<file path="src/hdl/dr_pkg.sv">
package dr_pkg;

    localparam int CMD_W       = 3;
    localparam int IDX_W       = 4;
    localparam int VAL_W       = 16;
    localparam int ACT_W       = 15;
    localparam int ACC_W       = 40;
    localparam int FRAC_BITS   = 8;
    localparam int ROUND_HALF  = 128;
    localparam int ACT_MAX     = 32767;
    localparam int MAX_EMIT    = 16;
    localparam int QUEUE_DEPTH = 2;

    typedef enum logic [CMD_W-1:0] {
        CMD_WR_W  = 3'd0,
        CMD_ADD_W = 3'd1,
        CMD_WR_B  = 3'd2,
        CMD_ADD_B = 3'd3,
        CMD_FEED  = 3'd4
    } t_cmd_code;

    typedef enum logic [2:0] {
        OP_WR_W,
        OP_ADD_W,
        OP_WR_B,
        OP_ADD_B,
        OP_FEED
    } t_op;

    typedef struct packed {
        t_op                     op;
        logic [IDX_W-1:0]        row;
        logic [IDX_W-1:0]        col;
        logic signed [VAL_W-1:0] value;
        logic                    mac;
        logic                    last;
    } t_job;

    typedef enum logic [2:0] {
        ST_IDLE,
        ST_W_RD,
        ST_W_WR,
        ST_B_RD,
        ST_B_WR,
        ST_MAC,
        ST_EMIT_RD,
        ST_EMIT_LD
    } t_state;

endpackage

</file>
<file path="src/hdl/dr_fifo.sv">
module dr_fifo (
    input  logic         i_clk,
    input  logic         i_rst_n,
    input  dr_pkg::t_job i_job,
    input  logic         i_push_vld,
    output logic         o_push_rdy,
    output dr_pkg::t_job o_job,
    output logic         o_pop_vld,
    input  logic         i_pop_rdy
);
    import dr_pkg::*;

    localparam int PTR_W = (QUEUE_DEPTH > 1) ? $clog2(QUEUE_DEPTH) : 1;
    localparam int CNT_W = $clog2(QUEUE_DEPTH + 1);

    t_job             r_mem [QUEUE_DEPTH];
    logic [PTR_W-1:0] r_wr_ptr;
    logic [PTR_W-1:0] r_rd_ptr;
    logic [CNT_W-1:0] r_cnt;
    logic             push;
    logic             pop;

    assign o_push_rdy = r_cnt != CNT_W'(QUEUE_DEPTH);
    assign o_pop_vld  = r_cnt != '0;
    assign push       = i_push_vld && o_push_rdy;
    assign pop        = o_pop_vld && i_pop_rdy;
    assign o_job      = r_mem[r_rd_ptr];

    function automatic logic [PTR_W-1:0] next_ptr(input logic [PTR_W-1:0] p);
        if (p == PTR_W'(QUEUE_DEPTH - 1)) begin
            return '0;
        end
        return p + PTR_W'(1);
    endfunction

    always_ff @(posedge i_clk) begin
        if (!i_rst_n) begin
            r_wr_ptr <= '0;
            r_rd_ptr <= '0;
            r_cnt    <= '0;
        end else begin
            if (push) begin
                r_wr_ptr <= next_ptr(r_wr_ptr);
            end
            if (pop) begin
                r_rd_ptr <= next_ptr(r_rd_ptr);
            end
            if (push && !pop) begin
                r_cnt <= r_cnt + CNT_W'(1);
            end else if (pop && !push) begin
                r_cnt <= r_cnt - CNT_W'(1);
            end
        end
    end

    always_ff @(posedge i_clk) begin
        if (push) begin
            r_mem[r_wr_ptr] <= i_job;
        end
    end
endmodule

</file>
<file path="config.mk">
export PLATFORM = sky130hd
export DESIGN_NAME = dr_fifo
export DESIGN_NICKNAME = d
export VERILOG_FILES = /design/src/hdl/dr_pkg.sv /design/src/hdl/dr_fifo.sv
export SDC_FILE = /design/constraint.sdc
export NUM_CORES = 1
export LEC_CHECK = 0
export ABC_CLOCK_PERIOD_IN_PS = 1820
export BUFFER_PORTS_ARGS = -buffer_cell sky130_fd_sc_hd__buf_4
export CAP_MARGIN = 40
export CORE_ASPECT_RATIO = 1.25
export CORE_MARGIN = 4
export CORE_UTILIZATION = 46
export DETAILED_ROUTE_END_ITERATION = 6
export MAX_ROUTING_LAYER = met4
export PLACE_DENSITY = 0.74
export SYNTH_ARGS = -nofsm -noshare
export SYNTH_HDL_FRONTEND = slang
export SYNTH_SLANG_ARGS = --single-unit
</file>
<file path="constraint.sdc">
create_clock -name i_clk -period 1.82 [get_ports i_clk]
set_input_delay 0.546 -clock i_clk [delete_from_list [all_inputs] [get_ports i_clk]]
set_output_delay 0.546 -clock i_clk [all_outputs]
set_load 0.1 [all_outputs]
</file>
==> results.json, run 1 <==
{
  "hp-start": "i_job[22]",
  "clk_pin_slew_ps": 60,
  "top_usage_layer": "met2",
  "critical_path.cell_chain": "clkbuf_16 -> mux2_2 -> buf_12",
  "syn-num-nets": 148,
  "async_reset_ff_share_pct": 0,
  "grt_use_total_pct": 15.3,
  "total_power_uw": 6390,
  "yosysMostFrequentCell": "edfxtp_1",
  "vias": 1240,
  "drive_above_1_share_pct": 60.0,
  "ys_top_cells_by_area": "edfxtp_1 75%, mux2_2 14%, dfxtp_1 4.3%, and2_1 1.1%, xnor2_1 0.75%",
  "die_h_um": 87.6,
  "cts_tree": "built",
  "violations": "setup timing",
  "rsz0062_at_grt": "yes",
  "grt_pass1_vias": 1399,
  "reg2reg_depth": 5,
  "swShare_pct": 42.6,
  "place_ws_ps": 71.8,
  "wl_per_cell_um": 17.5,
  "htreeDepth": 3,
  "hold_depth": 1,
  "finalCriticalPeriod_ps": 1980,
  "ys_seq_area_share_pct": 79.0,
  "synthTopCellsByCount": "58 x edfxtp_1, 29 x mux2_2, 5 x dfxtp_1",
  "final.setup.tns_ps": -3810,
  "crit_type": "reg -> out",
  "path_buf_inv": 2,
  "drtAntennaViolNets": 0,
  "cts_buffers": 9,
  "synth_edf_count": 58,
  "ys_types": 20,
  "r2r_start": "r_cnt[0]$_SDFFE_PN0P_",
  "use_met2_pct": 27.6,
  "power_frac_seq_pct": 30.0,
  "clock_sinks": 63,
  "place_hpwl_um": 2930,
  "crit_fanout": 9,
  "ys.flop_type": "edfxtp_1",
  "grt_antenna_before_repair": 0,
  "met1_usage_pct": 14.1,
  "first_pass_iters": 4,
  "numPortBuffers": 63,
  "intPower_uw": 3670,
  "ys_warn_count": 0,
  "grt_max_degree": 23,
  "slew_headroom_pct": 81.6,
  "netlist_instances": 114,
  "pin_count": 64,
  "overflow": 0,
  "combPwrFrac_pct": 51.0,
  "hold_viol_final": 0,
  "setup_ws_ps": -162,
  "rrSetupSlack_ps": 190,
  "crit_arrival_ps": 1440,
  "core_um2": 4830,
  "postSynthAreaPerCell_um2": 20.4,
  "worstSetupStartpointType": "flip-flop",
  "peakVddDrop_mv": 1.20,
  "grt_pass1_wl_um": 6490,
  "fin_skew_ps": 5.80,
  "power_density_nw_per_um2": 1860,
  "first_iter_violations": 58,
  "postCtsSetupBuffers": 0,
  "use_met3_pct": 3.79,
  "crit_family": "flip-flops",
  "initial_core_util_pct": 48.2,
  "drc_errors": 0,
  "clockBufferDepth": 2,
  "critPathCaptureType": "output port",
  "ctsRootBufferMaster": "clkbuf_8",
  "holdCritPathClass": "in -> reg",
  "timing.final.crit_share_pct": 109,
  "crit_required_ps": 1270,
  "gp_congestion": 0.777,
  "synth_area_um2": 2330,
  "diodes": 0,
  "ys_ff_latch": 63,
  "clock_latency_ps": 320,
  "power.switching_uw": 2720,
  "min_to": "r_mem[1][22]$_DFFE_PP_",
  "synthDominantCellAreaShare_pct": 74.7,
  "finalCoreUtilization_pct": 70.9,
  "status": "finished with violations",
  "die_w_um": 71.7,
  "r2r-end": "r_cnt[1]$_SDFFE_PN0P_",
  "vias_per_cell": 4.86,
  "holdBufCountCts": 0,
  "drv_cap": 0,
  "die_area_um2": 6280,
  "clockPowerShare_pct": 19.0,
  "fmax_mhz": 505,
  "syn_to_final_growth_pct": 47.0,
  "rows": 28,
  "yosys.area.top_type": "edfxtp_1",
  "cp_slowest_cell": "dfxtp_4",
  "fillers": 297,
  "cellLeakagePower_uw": 0.00130,
  "final_nets": 225,
  "slowest_delay_ps": 400,
  "routed_wl_um": 4470,
  "worst_pin_slew_ps": 279,
  "finalSetupViolations": 29,
  "drv_slew": 0
}
[metal layers]
layer / vias up / part of all wire [%]
met2: 38 / 59
li1: 596 / -
met1: 602 / 35
met4: 0 / 0.60
met3: 4 / 5.1
met5: - / 0
[logic make-up (layout without fill, tap and decap cells)]
group | Yosys count | count (layout) | share of synthesized area [%]
flops | 63 | 63 | 79.0
mux | 29 | 29 | 14.0
simple gates | 9 | 9 | 2.79
compound gates | 5 | 5 | 1.50
buf+inv | 4 | 85 | 1.02
xor+xnor | 3 | 3 | 1.13
fa+ha+maj | 1 | 1 | 0.537
[power groups by stage]
stage / sequential (µW) / combinational [µW] / clock [µW]
floorplan: 1900 / 2230 / 0
global placement: 1910 / 2760 / 0
detailed placement: 1930 / 2790 / 0
CTS: 1910 / 3070 / 1250
global route: 1930 / 3350 / 1320
finish: 1920 / 3260 / 1220
[timing repair]
item,in CTS,in global routing
gates resized for setup,44,24
gates cloned,1,1
setup endpoints to repair,29,29
[flip-flops by register name, summed over array words and instances, names as in the netlist, named ones only]
| signal | count |
|---|---|
| r_cnt | 2 |
| r_mem | 58 |
| r_wr_ptr | 1 |
| r_rd_ptr | 1 |
[metrics by stage]
step                hold WS [ps]  cell area, µm²  cells
finish                       407            3430    255
global route                 381            3430    255
CTS                          385            3300    254
detailed placement           571            2930    238
global placement             527            2930    238
floorplan                    512            2340    114
[area by class of cell]
cell class	count	area, µm²	area share, %
clock inverter	5	73.8	2.15
inverter	1	7.51	0.219
multi-input combinational	47	489	14.3
clock buffer	10	128	3.72
tap	60	75.1	2.19
sequential	63	1850	53.9
timing repair buffer	69	808	23.6
[worst max path at each step]
stage               slack (ps)  startpoint               endpoint  depth (start not counted)
floorplan                   80   flip-flop               o_job[0]                          3
global placement           130   flip-flop              o_job[15]                          3
detailed placement          70  i_push_vld  r_cnt[1]$_SDFFE_PN0P_                          5
CTS                       -160   flip-flop              o_job[20]                          3
global route              -200   flip-flop               o_job[6]                          3
finish                    -160   flip-flop               o_job[6]                          3
[layout by cell type, fill, tap and decap left out]
cell type	instances
edfxtp_1	58
xor2_1	1
and2_1	4
buf_4	35
mux2_2	23
or2_2	1
dfxtp_4	1
o21ai_1	1
and3_2	1
buf_12	17
or3_1	1
clkinv_2	2
clkinv_1	1
a21boi_0	1
mux2_4	6
dfxtp_1	4
a21bo_2	1
xnor2_1	2
bufinv_16	2
o21ai_0	1
clkinvlp_4	1
a21boi_1	1
nand2b_4	1
buf_6	16
clkbuf_8	9
ha_1	1
nand3b_1	1
clkbuf_1	1
clkbuf_16	1
Note: power is estimated with default switching activity, not from simulation.
==> run 2: changes to the inputs <==
Settings changed: ABC_CLOCK_PERIOD_IN_PS 1820 to 2180, CORE_UTILIZATION 46 to 51, PLACE_DENSITY 0.74 to 0.78.
Clock period 1.82 ns to 2.18 ns, I/O delays scaled along.
==> run 2 against run 1 <==
  * The flow now finishes without violations
  * Flip-flop and latch count stayed put
  * Final area is 9.5% lower
  * Clock-buffer cell count is 2 higher
  * Setup slack better by 220 ps
  * Critical path depth stayed put
  * Hold slack better by 110 ps
  * Final cell count is 0.39% lower
  * Clock skew hardly changed
  * Core utilization is 0.77 points lower
  * Via count is 0.24% higher
  * Global-route usage is 0.32 points higher
  * Routed wire length is 9.6% lower
  * Critical path type unchanged
  * Critical endpoint is now o_job[27]
==> results.json, run 2 (same netlist as run 1, synthesis figures left out) <==
{
  "worst_pin_slew_ps": 335,
  "cp_slowest_cell": "dfxtp_2",
  "initial_core_util_pct": 52.7,
  "routed_wl_um": 4040,
  "fillers": 311,
  "die_w_um": 68.5,
  "clockBufferDepth": 2,
  "numPortBuffers": 63,
  "grt_use_total_pct": 15.6,
  "final_common_cell": "buf_4",
  "reg2reg_depth": 5,
  "gp_congestion": 0.661,
  "holdBufCountCts": 0,
  "rrSetupSlack_ps": 610,
  "clk_pin_slew_ps": 60,
  "crit_required_ps": 1530,
  "place_area_um2": 2920,
  "top_register": "r_mem",
  "hold_viol_final": 0,
  "r2r-end": "r_cnt[1]$_SDFFE_PN0P_",
  "finalSetupViolations": 0,
  "clock_latency_ps": 310,
  "drtAntennaViolNets": 0,
  "core_um2": 4430,
  "met1_usage_pct": 15.0,
  "grt_antenna_before_repair": 0,
  "hold_ws_ps": 520,
  "path_buf_inv": 2,
  "grt_pass1_vias": 1394,
  "cts_tree": "built",
  "ctsRootBufferMaster": "clkbuf_8",
  "drv_slew": 0,
  "first_iter_violations": 18,
  "first_pass_iters": 3,
  "finalCriticalPeriod_ps": 2120,
  "crit_family": "buffers and inverters",
  "pin_count": 64,
  "status": "completed",
  "holdCritPathClass": "in -> reg",
  "final_cell_mix": "66 x buf_4, 58 x edfxtp_1, 29 x mux2_2",
  "use_met3_pct": 4.18,
  "cts_buffers": 9,
  "setup_ws_ps": 55.4,
  "clock_sinks": 63,
  "slew_headroom_pct": 77.6,
  "cp.depth": 3,
  "final_nets": 225,
  "critical_path.cell_chain": "clkbuf_16 -> mux2_2 -> buf_4",
  "grt_max_degree": 24,
  "drv_cap": 0,
  "htreeDepth": 3,
  "final_area_um2": 3100,
  "timing.final.crit_share_pct": 97.5,
  "crit_type": "reg -> out",
  "grt_pass1_wl_um": 6260,
  "top_usage_layer": "met2",
  "vias_per_cell": 4.89,
  "fin_skew_ps": 5.55,
  "postCtsSetupBuffers": 0,
  "syn_to_final_growth_pct": 33.1,
  "slowest_delay_ps": 390,
  "fmax_mhz": 471,
  "drc_errors": 0,
  "overflow": 0,
  "worstSetupStartpointType": "flip-flop",
  "largest_reg_flops": 58,
  "cp-endpoint": "o_job[27]",
  "place_inst": 237,
  "place_hpwl_um": 2760,
  "diodes": 0,
  "place_ws_ps": 383,
  "wl_per_cell_um": 15.9,
  "rows": 27,
  "drive_above_1_share_pct": 58.7,
  "die_area_um2": 5720,
  "crit_arrival_ps": 1470,
  "die_h_um": 83.6,
  "use_met2_pct": 27.3,
  "crit_fanout": 11,
  "largestRegisters": "r_mem x58, r_cnt x2",
  "final_cells": 254,
  "r2r_start": "r_cnt[0]$_SDFFE_PN0P_",
  "vias": 1243,
  "critPathCaptureType": "output port"
}
## run 2: changes by cell type in the layout (fill, tap and decap cells not counted), sizes merged
cell / previous run / this run
inv: 0 / 1
bufinv: 2 / 0
clkbuf: 11 / 13
## run 2: cell type report
| cell class | instances | area [µm²] | share of cell area, % |
|---|---|---|---|
| Sequential cell | 63 | 1840 | 59.4 |
| Timing Repair Buffer | 69 | 561 | 18.1 |
| Multi-Input combinational cell | 47 | 465 | 15.0 |
| Clock buffer | 12 | 135 | 4.35 |
| Tap cell | 58 | 72.6 | 2.34 |
| Clock inverter | 4 | 22.5 | 0.726 |
| Inverter | 1 | 3.75 | 0.121 |
## run 2: timing repair
item                                   CTS  global route
setup endpoints to repair                0            10
endpoints found under the hold margin    0             0
resized for setup                        0             1
## run 2: worst register-to-register path, cell delays in order (launching register included)
cell and delay, ps:
dfxtp_1 350, nand2b_4 170, and2_1 160, ha_1 320, or3_1 360, a21boi_1 140
## run 2: worst min-delay path by stage
| stage | from | end | slack [ps] | depth (start not counted) |
|---|---|---|---|---|
| floorplan | r_cnt[1]$_SDFFE_PN0P_ | r_cnt[1]$_SDFFE_PN0P_ | 510 | 2 |
| global placement | r_cnt[1]$_SDFFE_PN0P_ | r_cnt[1]$_SDFFE_PN0P_ | 530 | 2 |
| detailed placement | r_cnt[1]$_SDFFE_PN0P_ | r_cnt[1]$_SDFFE_PN0P_ | 560 | 2 |
| CTS | i_job[9] | r_mem[0][9]$_DFFE_PP_ | 510 | 1 |
| global route | i_job[14] | r_mem[1][14]$_DFFE_PP_ | 490 | 1 |
| finish | i_job[9] | r_mem[0][9]$_DFFE_PP_ | 520 | 1 |
## run 2: layer usage
metal / part of all wire, % / vias to the layer above
met5: 0 / -
met2: 55 / 41
li1: - / 596
met3: 6.1 / 5
met4: 1.4 / 0
met1: 37 / 601
## run 2: stage by stage
| step | TNS, ps | utilization (%) |
|---|---|---|
| 5_1_grt | -41.3 | 70.1 |
| 6_report | 0 | 70.1 |
| 4_1_cts | 0 | 69.5 |
| 2_1_floorplan | 0 | - |
| 3_5_place_dp | 0 | 66.0 |
| 3_3_place_gp | 0 | 66.0 |
Power of run 2 is not shown: default switching activity piles up to over one toggle a cycle in this logic, so the estimate is an artifact.
