`src/hdl/dr_pkg.sv`:
```
package dr_pkg;

    localparam int CMD_W       = 3;
    localparam int IDX_W       = 4;
    localparam int VAL_W       = 16;
    localparam int ACT_W       = 15;
    localparam int ACC_W       = 40;
    localparam int FRAC_BITS   = 8;
    localparam int ROUND_HALF  = 128;
    localparam int ACT_MAX     = 32767;
    localparam int MAX_EMIT    = 16;
    localparam int QUEUE_DEPTH = 2;

    typedef enum logic [CMD_W-1:0] {
        CMD_WR_W  = 3'd0,
        CMD_ADD_W = 3'd1,
        CMD_WR_B  = 3'd2,
        CMD_ADD_B = 3'd3,
        CMD_FEED  = 3'd4
    } t_cmd_code;

    typedef enum logic [2:0] {
        OP_WR_W,
        OP_ADD_W,
        OP_WR_B,
        OP_ADD_B,
        OP_FEED
    } t_op;

    typedef struct packed {
        t_op                     op;
        logic [IDX_W-1:0]        row;
        logic [IDX_W-1:0]        col;
        logic signed [VAL_W-1:0] value;
        logic                    mac;
        logic                    last;
    } t_job;

    typedef enum logic [2:0] {
        ST_IDLE,
        ST_W_RD,
        ST_W_WR,
        ST_B_RD,
        ST_B_WR,
        ST_MAC,
        ST_EMIT_RD,
        ST_EMIT_LD
    } t_state;

endpackage

```
`src/hdl/dr_in_if.sv`:
```
interface dr_in_if;
    import dr_pkg::*;

    logic                    valid;
    logic                    ready;
    logic [CMD_W-1:0]        command;
    logic [IDX_W-1:0]        in_index;
    logic [IDX_W-1:0]        out_index;
    logic signed [VAL_W-1:0] value;
    logic                    row_end;

    modport source (
        output valid, command, in_index, out_index, value, row_end,
        input  ready
    );

    modport sink (
        input  valid, command, in_index, out_index, value, row_end,
        output ready
    );
endinterface

```
`src/hdl/dr_front.sv`:
```
module dr_front #(
    parameter int IN_SIZE  = 16,
    parameter int OUT_SIZE = 16
) (
    input  logic         i_clk,
    input  logic         i_rst_n,
    dr_in_if.sink        i_in,
    output dr_pkg::t_job o_job,
    output logic         o_job_vld,
    input  logic         i_job_rdy
);
    import dr_pkg::*;

    logic r_vld;
    t_job r_job;
    t_job job;
    logic keep;
    logic row_ok;
    logic col_ok;
    logic accept;

    assign row_ok = int'(i_in.in_index) < IN_SIZE;
    assign col_ok = int'(i_in.out_index) < OUT_SIZE;

    always_comb begin
        job.row   = i_in.in_index;
        job.col   = i_in.out_index;
        job.value = i_in.value;
        job.mac   = 1'b0;
        job.last  = 1'b0;
        job.op    = OP_FEED;
        keep      = 1'b0;
        case (i_in.command)
            CMD_WR_W: begin
                job.op = OP_WR_W;
                keep   = row_ok && col_ok;
            end
            CMD_ADD_W: begin
                job.op = OP_ADD_W;
                keep   = row_ok && col_ok;
            end
            CMD_WR_B: begin
                job.op = OP_WR_B;
                keep   = col_ok;
            end
            CMD_ADD_B: begin
                job.op = OP_ADD_B;
                keep   = col_ok;
            end
            CMD_FEED: begin
                job.op   = OP_FEED;
                job.mac  = row_ok;
                job.last = i_in.row_end;
                keep     = row_ok || i_in.row_end;
            end
            default: begin
                keep = 1'b0;
            end
        endcase
    end

    assign i_in.ready = !r_vld || i_job_rdy;
    assign accept     = i_in.valid && i_in.ready;

    always_ff @(posedge i_clk) begin
        if (!i_rst_n) begin
            r_vld <= 1'b0;
        end else if (accept) begin
            r_vld <= keep;
        end else if (i_job_rdy) begin
            r_vld <= 1'b0;
        end
    end

    always_ff @(posedge i_clk) begin
        if (accept) begin
            r_job <= job;
        end
    end

    assign o_job     = r_job;
    assign o_job_vld = r_vld;
endmodule

```
`src/flat_wrapper.sv`:
```
// flat-port wrapper written by rule: the top's interface ports become plain ports
module dr_front_flat import dr_pkg::*;
#(
    parameter int IN_SIZE  = 16,
    parameter int OUT_SIZE = 16
)
  (i_clk, i_rst_n, o_job, o_job_vld, i_job_rdy, i_in_valid, i_in_command, i_in_in_index, i_in_out_index, i_in_value, i_in_row_end, i_in_ready);
  dr_in_if i_in_i ();
  input  logic i_clk;
  input  logic i_rst_n;
  output dr_pkg::t_job o_job;
  output logic o_job_vld;
  input  logic i_job_rdy;
  input wire logic [$bits(i_in_i.valid)-1:0] i_in_valid;
  input wire logic [$bits(i_in_i.command)-1:0] i_in_command;
  input wire logic [$bits(i_in_i.in_index)-1:0] i_in_in_index;
  input wire logic [$bits(i_in_i.out_index)-1:0] i_in_out_index;
  input wire logic [$bits(i_in_i.value)-1:0] i_in_value;
  input wire logic [$bits(i_in_i.row_end)-1:0] i_in_row_end;
  output wire logic [$bits(i_in_i.ready)-1:0] i_in_ready;
  assign i_in_i.valid = i_in_valid;
  assign i_in_i.command = i_in_command;
  assign i_in_i.in_index = i_in_in_index;
  assign i_in_i.out_index = i_in_out_index;
  assign i_in_i.value = i_in_value;
  assign i_in_i.row_end = i_in_row_end;
  assign i_in_ready = i_in_i.ready;
  dr_front #(.IN_SIZE(IN_SIZE), .OUT_SIZE(OUT_SIZE)) u_core (.i_clk(i_clk), .i_rst_n(i_rst_n), .i_in(i_in_i), .o_job(o_job), .o_job_vld(o_job_vld), .i_job_rdy(i_job_rdy));
endmodule
```
`config.mk`:
```
export PLATFORM = sky130hd
export DESIGN_NAME = dr_front_flat
export DESIGN_NICKNAME = d
export VERILOG_FILES = /design/src/hdl/dr_pkg.sv /design/src/hdl/dr_in_if.sv /design/src/hdl/dr_front.sv /design/src/flat_wrapper.sv
export SDC_FILE = /design/constraint.sdc
export NUM_CORES = 1
export LEC_CHECK = 0
export BUFFER_PORTS_ARGS = -buffer_cell sky130_fd_sc_hd__clkbuf_2
export CORE_MARGIN = 2
export CORE_UTILIZATION = 25
export CTS_CLUSTER_DIAMETER = 60
export DETAILED_ROUTE_END_ITERATION = 7
export SLEW_MARGIN = 0
export SYNTH_ARGS = -nofsm -noshare
export SYNTH_HDL_FRONTEND = slang
export SYNTH_SLANG_ARGS = --single-unit
```
`constraint.sdc`:
```
create_clock -name i_clk -period 3.3 [get_ports i_clk]
set_input_delay 0.33 -clock i_clk [delete_from_list [all_inputs] [get_ports i_clk]]
set_output_delay 0.33 -clock i_clk [all_outputs]
set_load 0.02 [all_outputs]
```
==> metrics.yaml, run 1 <==
run_status:
  status: "completed"
floorplanning:
  core_area_sq_um: 3690
  row_count: 22
  die_w_microns: 66.0
  pin_count: 63
  die-area_sq_um: 4350
  initial_core_util_pct: 26.0
  die_h_microns: 66.0
placement:
  place_congestion: 0.647
  place_ws_ps: 1520
  port-buffer-count: 62
  placedInstanceArea_sq_um: 1330
  dp_cells: 150
synth:
  ys.warnings.count: 0
  synth_area_leaders: "edfxtp_1 (91%), dfxtp_1 (2.1%), and2b_2 (1.8%)"
  synth.avg_cell_area_sq_um: 24.0
  netlist_instances: 40
  synth_top_area_share_pct: 90.7
  synth_commonest_cells: "edfxtp_1 (29), and2_1 (2), and2b_2 (2)"
  synthArstFlopShare_pct: 0
  ys_ff_latch: 30
  synth_cell_types: 10
  post-synth-top-count-cell: "edfxtp_1"
  yosysTopAreaCell: "edfxtp_1"
  yosysSeqAreaShare_pct: 92.8
  ys.flop_type: "edfxtp_1"
  netlist_area_sq_um: 960
  synth_edf_count: 29
  syn-num-nets: 72
power:
  pwr-share-clk_pct: 33.6
  intPower_uw: 625
  power_frac_comb_pct: 10.4
  p_leak_uw: 0.000620
  peakVddDrop_uv: 271
  sw_frac_of_total_pct: 22.3
  power.density_nw_per_um2: 569
  pwr-share-seq_pct: 56.0
  p_switching_uw: 180
cts:
  clkLatencyLatePin_ps: 280
  cts_made_buffers: 5
  htreeDepth: 2
  cts_hold_buf: 0
  cts_tree: "done"
  clock_sinks: 30
  clock_path_buffers: 2
  cts_resized: 0
  root_buffer: "clkbuf_8"
  postCtsSetupRepairBufs: 0
  path_clk_slew_ps: 60
global_routing:
  grt_pass1_wl_microns: 2890
  top_usage_layer: "met2"
  antenna_found_initial: 0
  first_global_vias: 650
  met2_usage_pct: 14.1
  track_usage_pct: 9.60
  met1_usage_pct: 9.60
  grt_max_degree: 17
  globalRouteOverflowTotal: 0
  met3_usage_pct: 8.01
layout:
  diodes: 0
  stdcell_count: 158
  synthToLayoutAreaGrowth_pct: 47.3
  drive_above_1_share_pct: 64.5
  final_nets: 141
  fin_area_sq_um: 1410
detailed_routing:
  drt_iter0_drc: 41
  wl_per_cell_microns: 12.0
  vias: 621
  routed_via_density: 3.93
  wl_microns: 1890
  ant_nets: 0
  drc: 0
  firstDrtPassIters: 2
worst_setup_path:
  cp-end-kind: "register"
  required_ps: 3260
  worstPathArrival_ps: 1570
  cp-start-kind: "register"
  cp_max_fo: 16
  setup.worst_path.class: "reg -> reg"
  rrSetupSlack_ps: 1690
sta:
  worst_slack_ps: 1690
  fmax_ghz: 0.620
  hold_slack_ps: 226
  setup-tns-final_ps: 0
  finalHoldViolCount: 0
  period_needed_ps: 1610
  max_slew.worst_pin.slew_ps: 615
  rsz0062_at_grt: "false"
  fin_crit_sh_pct: 48.9
  setup_violations: 0
  slew_headroom_pct: 59.0
  skew_ps: 6.87
  maxSlewViolCount: 0
worst_hold_path:
  hold_path_class: "in -> reg"
flow_run:
  cap_violations: 0
==> registers in the layout, summed over array words and instances (netlist names) <==
register          flops
u_core.o_job         29
u_core.o_job_vld      1
==> routing by layer <==
layer	vias up	share of wire (%)
met5	-	0
met4	0	1.3
met3	4	17
met2	46	43
met1	281	38
li1	290	-
==> worst max-delay path, cell delays in order (launching register included) <==
cell      delay (ps)
dfxtp_1          310
nand2b_1         100
and2_1           530
buf_4            360
==> per-stage QoR <==
step / util [%] / total power (uW)
2_1_floorplan: - / 500
3_3_place_gp: 36.2 / 542
3_5_place_dp: 36.2 / 544
4_1_cts: 38.3 / 819
5_1_grt: 38.3 / 846
6_report: 38.3 / 805
==> power by group through the flow <==
stage | sequential (uW) | combinational [uW] | clock (uW)
floorplan | 488 | 11.5 | 0
global placement | 459 | 83.1 | 0
detailed placement | 459 | 84.8 | 0
CTS | 451 | 85.0 | 283
global route | 453 | 90.2 | 302
finish | 451 | 83.5 | 270
==> worst paths after layout <==
kind	startpoint	endpoint	cells past startpoint
hold / removal	i_in_value[13]	u_core.o_job[15]	1
setup / recovery	u_core.o_job_vld	u_core.o_job[5]	3
setup reg to reg	u_core.o_job_vld	u_core.o_job[5]	3
hold reg to reg	u_core.o_job_vld	u_core.o_job_vld	2
==> kinds of logic (layout without fill, tap and decap cells) <==
family                 count (synthesis)  count (layout)  share of synthesized area, %
AOI/OAI and AO/OA                      2               2                          1.30
buffers and inverters                  1              71                         0.391
DFF                                   30              30                          92.8
and+or+nand+nor                        7               7                          5.48
==> placed cells by master (no fill, tap or decap), drive strengths merged <==
| master | n |
|---|---|
| and2b | 2 |
| and2 | 2 |
| edfxtp | 29 |
| clkbuf | 70 |
| nand2b | 1 |
| nand2 | 1 |
| nor3b | 1 |
| dfxtp | 1 |
| o21ai | 1 |
| a21boi | 1 |
| buf | 1 |
==> area by class of cell <==
cell class	instances	area, sq um
fillers	369	2270
clock buffers	8	80.1
well taps	48	60.1
multi-input cells	9	65.1
repair buffers	63	318
flip-flops and latches	30	891
No activity file was read; power rests on OpenSTA's default activity.
==> run 2: changes to the inputs <==
clock period = 1.55 ns   (was 3.3 ns; I/O delays follow)
==> metrics.yaml, run 2 (synthesis results as in run 1) <==
run_status:
  status: "completed"
worst_setup_path:
  setup.worst_path.class: "reg -> reg"
  required_ps: 1530
  rrSetupSlack_ps: 320
  cp-start-kind: "register"
  cp-end-kind: "register"
  crit_slowest_cell: "dfxtp_1"
  startpoint: "u_core.o_job_vld"
  cp_max_fo: 21
  worstReg2RegStart: "u_core.o_job_vld"
  path_cells: "nand2b_1, and2_2, buf_12"
  max_stage_delay_ps: 310
  worstPathArrival_ps: 1210
sta:
  period_needed_ps: 1230
  rsz0062_at_grt: "false"
  finalHoldViolCount: 0
  setup-tns-final_ps: 0
  max_slew.worst_pin.slew_ps: 251
  fin_crit_sh_pct: 79.5
  slew_headroom_pct: 83.3
  skew_ps: 5.52
  maxSlewViolCount: 0
  fmax_ghz: 0.811
  setup_violations: 0
cts:
  postCtsSetupRepairBufs: 0
  cts_tree: "done"
  clock_path_buffers: 2
  cts_resized: 0
  htreeDepth: 2
  clkLatencyLatePin_ps: 270
  path_clk_slew_ps: 60
  clock_sinks: 30
  cts_made_buffers: 5
  cts_hold_buf: 0
  root_buffer: "clkbuf_8"
layout:
  layout_common_cells: "clkbuf_2 (62), edfxtp_1 (29), clkbuf_8 (6)"
  synthToLayoutAreaGrowth_pct: 49.9
  stdcell_count: 158
  diodes: 0
  final_nets: 141
  fill_cells: 360
  mostFrequentLayoutCell: "clkbuf_2"
  drive_above_1_share_pct: 67.3
  largest_reg_flops: 29
global_routing:
  grt_pass1_wl_microns: 2750
  first_global_vias: 594
  grt_max_degree: 22
  antenna_found_initial: 0
  globalRouteOverflowTotal: 0
  track_usage_pct: 9.28
power:
  intPower_uw: 1370
  power_frac_comb_pct: 10.4
  p_leak_uw: 0.000634
  pwr-share-clk_pct: 35.2
  p_switching_uw: 386
  power.density_nw_per_um2: 1220
  peakVddDrop_uv: 701
  sw_frac_of_total_pct: 21.9
  pwr-share-seq_pct: 54.5
detailed_routing:
  drt_iter0_drc: 11
  routed_via_density: 3.82
  wl_per_cell_microns: 11.4
  drc: 0
  ant_nets: 0
  wl_microns: 1810
  firstDrtPassIters: 3
  vias: 603
placement:
  port-buffer-count: 62
  dp_cells: 150
  place_congestion: 0.652
  hpwl_microns: 1410
floorplanning:
  die-area_sq_um: 4350
  row_count: 22
  initial_core_util_pct: 26.0
  die_w_microns: 66.0
  die_h_microns: 66.0
  core_area_sq_um: 3690
  pin_count: 63
worst_hold_path:
  hold_path_class: "in -> reg"
  worstHoldStart: "i_in_value[4]"
flow_run:
  cap_violations: 0
## run 2: power by group through the flow
stage	Sequential, uW	Combinational [uW]	Clock, uW
finish	959	182	619
global route	963	198	685
CTS	960	186	648
detailed placement	977	186	0
global placement	975	183	0
floorplan	1040	25.1	0
## run 2: per-layer routing
layer  share of wire [%]  global-route usage [%]  routed length [microns]
met1                  33                    9.16                      594
met2                  49                    13.6                      891
met3                  16                    6.30                      282
met4                 2.0                    6.89                       36
met5                   0                       0                        0
## run 2: per-stage QoR
step / worst slack, ps / total power (uW) / hold slack [ps] / area (sq um) / util (%)
finish: 318 / 1760 / 51.8 / 1440 / 39.0
global route: 229 / 1850 / 35.8 / 1440 / 39.0
CTS: 311 / 1790 / 40.7 / 1440 / 39.0
detailed placement: 326 / 1160 / 334 / 1350 / 36.5
global placement: 380 / 1160 / 333 / 1350 / 36.5
floorplan: 73.6 / 1060 / 254 / 961 / -
## run 2: worst max-delay path, delay by kind of cell (launching register included)
family        cells  cell delay, ps
buf+inv           1             210
flops             1             310
simple gates      2             410
## run 2: cell type report
type	instances	area [sq um]	share of cell area, %
Multi-Input combinational cell	9	66.3	4.61
Timing Repair Buffer	63	330	23.0
Tap cell	48	60.1	4.17
Clock buffer	7	86.3	6.00
Clock inverter	1	5.00	0.348
Sequential cell	30	891	61.9
## run 2: worst paths after layout
kind,endpoint,depth (start not counted)
setup / recovery,u_core.o_job[12],3
hold / removal,u_core.o_job[6],1
setup reg to reg,u_core.o_job[12],3
hold reg to reg,u_core.o_job_vld,2
==> run 3: changes to the inputs <==
ABC_AREA = 1   (was unset)
clock period = 1 ns   (was 1.55 ns; I/O delays follow)
==> metrics.yaml, run 3 <==
run_status:
  status: "finished, violations left"
  violations: "negative setup slack"
placement:
  placedInstanceArea_sq_um: 1370
  place_congestion: 0.611
  port-buffer-count: 62
  place_ws_ps: -9.16
  hpwl_microns: 1550
detailed_routing:
  wl_microns: 2120
  wl_per_cell_microns: 11.4
  firstDrtPassIters: 4
  drt_iter0_drc: 17
  routed_via_density: 3.82
  drc: 0
  vias: 710
  ant_nets: 0
cts:
  root_buffer: "clkbuf_8"
  cts_tree: "done"
  clock_path_buffers: 2
  postCtsSetupRepairBufs: 0
  clkLatencyLatePin_ps: 270
  cts_made_buffers: 5
  htreeDepth: 2
  clock_sinks: 30
  path_clk_slew_ps: 70
worst_setup_path:
  cp-end-kind: "register"
  worstPathArrival_ps: 990
  cp_max_fo: 20
  ff2ff_path_depth: 2
  rrSetupSlack_ps: -10
  setup.worst_path.class: "reg -> reg"
  required_ps: 970
  cp-start-kind: "register"
layout:
  fill_cells: 344
  largest_reg_flops: 29
  final_nets: 169
  fin_area_sq_um: 1700
  drive_above_1_share_pct: 54.3
  diodes: 0
  synthToLayoutAreaGrowth_pct: 75.7
  layout_common_cells: "clkbuf_2 (61), edfxtp_1 (29), dlygate4sd3_1 (20)"
  mostFrequentLayoutCell: "clkbuf_2"
floorplanning:
  die-area_sq_um: 4370
  row_count: 22
  core_area_sq_um: 3690
  initial_core_util_pct: 26.2
  pin_count: 63
  die_h_microns: 66.1
  die_w_microns: 66.1
synth:
  yosysSeqAreaShare_pct: 92.3
  ys.warnings.count: 0
  yosysTopAreaCell: "edfxtp_1"
  synth_cell_types: 9
  synth_top_area_share_pct: 90.3
  synth_commonest_cells: "edfxtp_1 (29), inv_1 (6), nor2_1 (4)"
  synth_edf_count: 29
  synth_area_leaders: "edfxtp_1 (90%), inv_1 (2.3%), dfxtp_1 (2.1%)"
  ys_ff_latch: 30
  synthArstFlopShare_pct: 0
  netlist_area_sq_um: 965
  synth.avg_cell_area_sq_um: 20.5
  post-synth-top-count-cell: "edfxtp_1"
  syn-num-nets: 79
  ys.flop_type: "edfxtp_1"
  netlist_instances: 47
sta:
  fin_crit_sh_pct: 101
  setup_violations: 19
  worst_slack_ps: -13.2
  rsz0062_at_grt: "true"
  setup-tns-final_ps: -103
  finalHoldViolCount: 0
  maxSlewViolCount: 0
  period_needed_ps: 1010
  max_slew.worst_pin.slew_ps: 159
  skew_ps: 9.46
  hold_slack_ps: 12.1
  slew_headroom_pct: 89.4
  fmax_ghz: 0.987
flow_run:
  cap_violations: 0
global_routing:
  track_usage_pct: 9.81
  antenna_found_initial: 0
  first_global_vias: 700
  grt_pass1_wl_microns: 2970
  grt_max_degree: 21
  globalRouteOverflowTotal: 0
power:
  power.density_nw_per_um2: 1770
  peakVddDrop_uv: 855
  p_leak_uw: 0.000770
worst_hold_path:
  hold_depth: 1
  hold_path_class: "in -> reg"
[run 3: cell families after synthesis]
kind of cell	after synthesis	share of synthesized area (%)
buffers and inverters	7	2.72
and+or+nand+nor	7	2.72
DFF	30	92.3
AOI/OAI and AO/OA	3	2.20
[run 3: timing repair]
item / in CTS / in global routing
hold buffers: 18 / 2
hold endpoints to repair: 18 / 2
gates resized for setup: 3 / 0
setup endpoints to repair: 16 / 30
[run 3: layer usage]
metal | vias up | track usage (%) | part of all wire [%]
li1 | 346 | - | -
met5 | - | 0 | 0
met1 | 319 | 10.2 | 38
met4 | 0 | 5.36 | 0.52
met2 | 43 | 16.6 | 50
met3 | 2 | 4.09 | 11
[run 3: through the flow]
| stage | utilization (%) | total power [uW] | cells |
|---|---|---|---|
| final | 46.0 | 3000 | 186 |
| after global routing | 46.0 | 3130 | 186 |
| after CTS | 45.4 | 3040 | 184 |
| after detailed placement | 37.2 | 1820 | 158 |
| after global placement | 37.2 | 1800 | 158 |
| after floorplan | - | 1660 | 47 |
[run 3: power breakdown]
group          total, uW  internal, uW  switching, uW  leakage, uW
clock               1150           732            417    0.0000579
sequential          1490          1470           20.8     0.000292
combinational        364           167            196     0.000420
[run 3: final cells by class]
| class | instances | area (sq um) | area share [%] |
|---|---|---|---|
| repair buffers | 84 | 551 | 32.5 |
| well taps | 48 | 60.1 | 3.54 |
| flip-flops and latches | 30 | 895 | 52.8 |
| clock inverters | 3 | 40.0 | 2.36 |
| multi-input cells | 10 | 58.8 | 3.47 |
| inverters | 6 | 22.5 | 1.33 |
| clock buffers | 5 | 68.8 | 4.06 |
[run 3: worst paths after layout]
check | to | start
setup / recovery | u_core.o_job[21] | u_core.o_job_vld
hold / removal | u_core.o_job[24] | i_in_in_index[2]
setup reg to reg | u_core.o_job[21] | u_core.o_job_vld
hold reg to reg | u_core.o_job_vld | u_core.o_job_vld
[run 3: worst max-delay path, stage by stage (launching register included)]
cell,delay [ps]
dfxtp_4,350
a21boi_4,170
buf_12,180
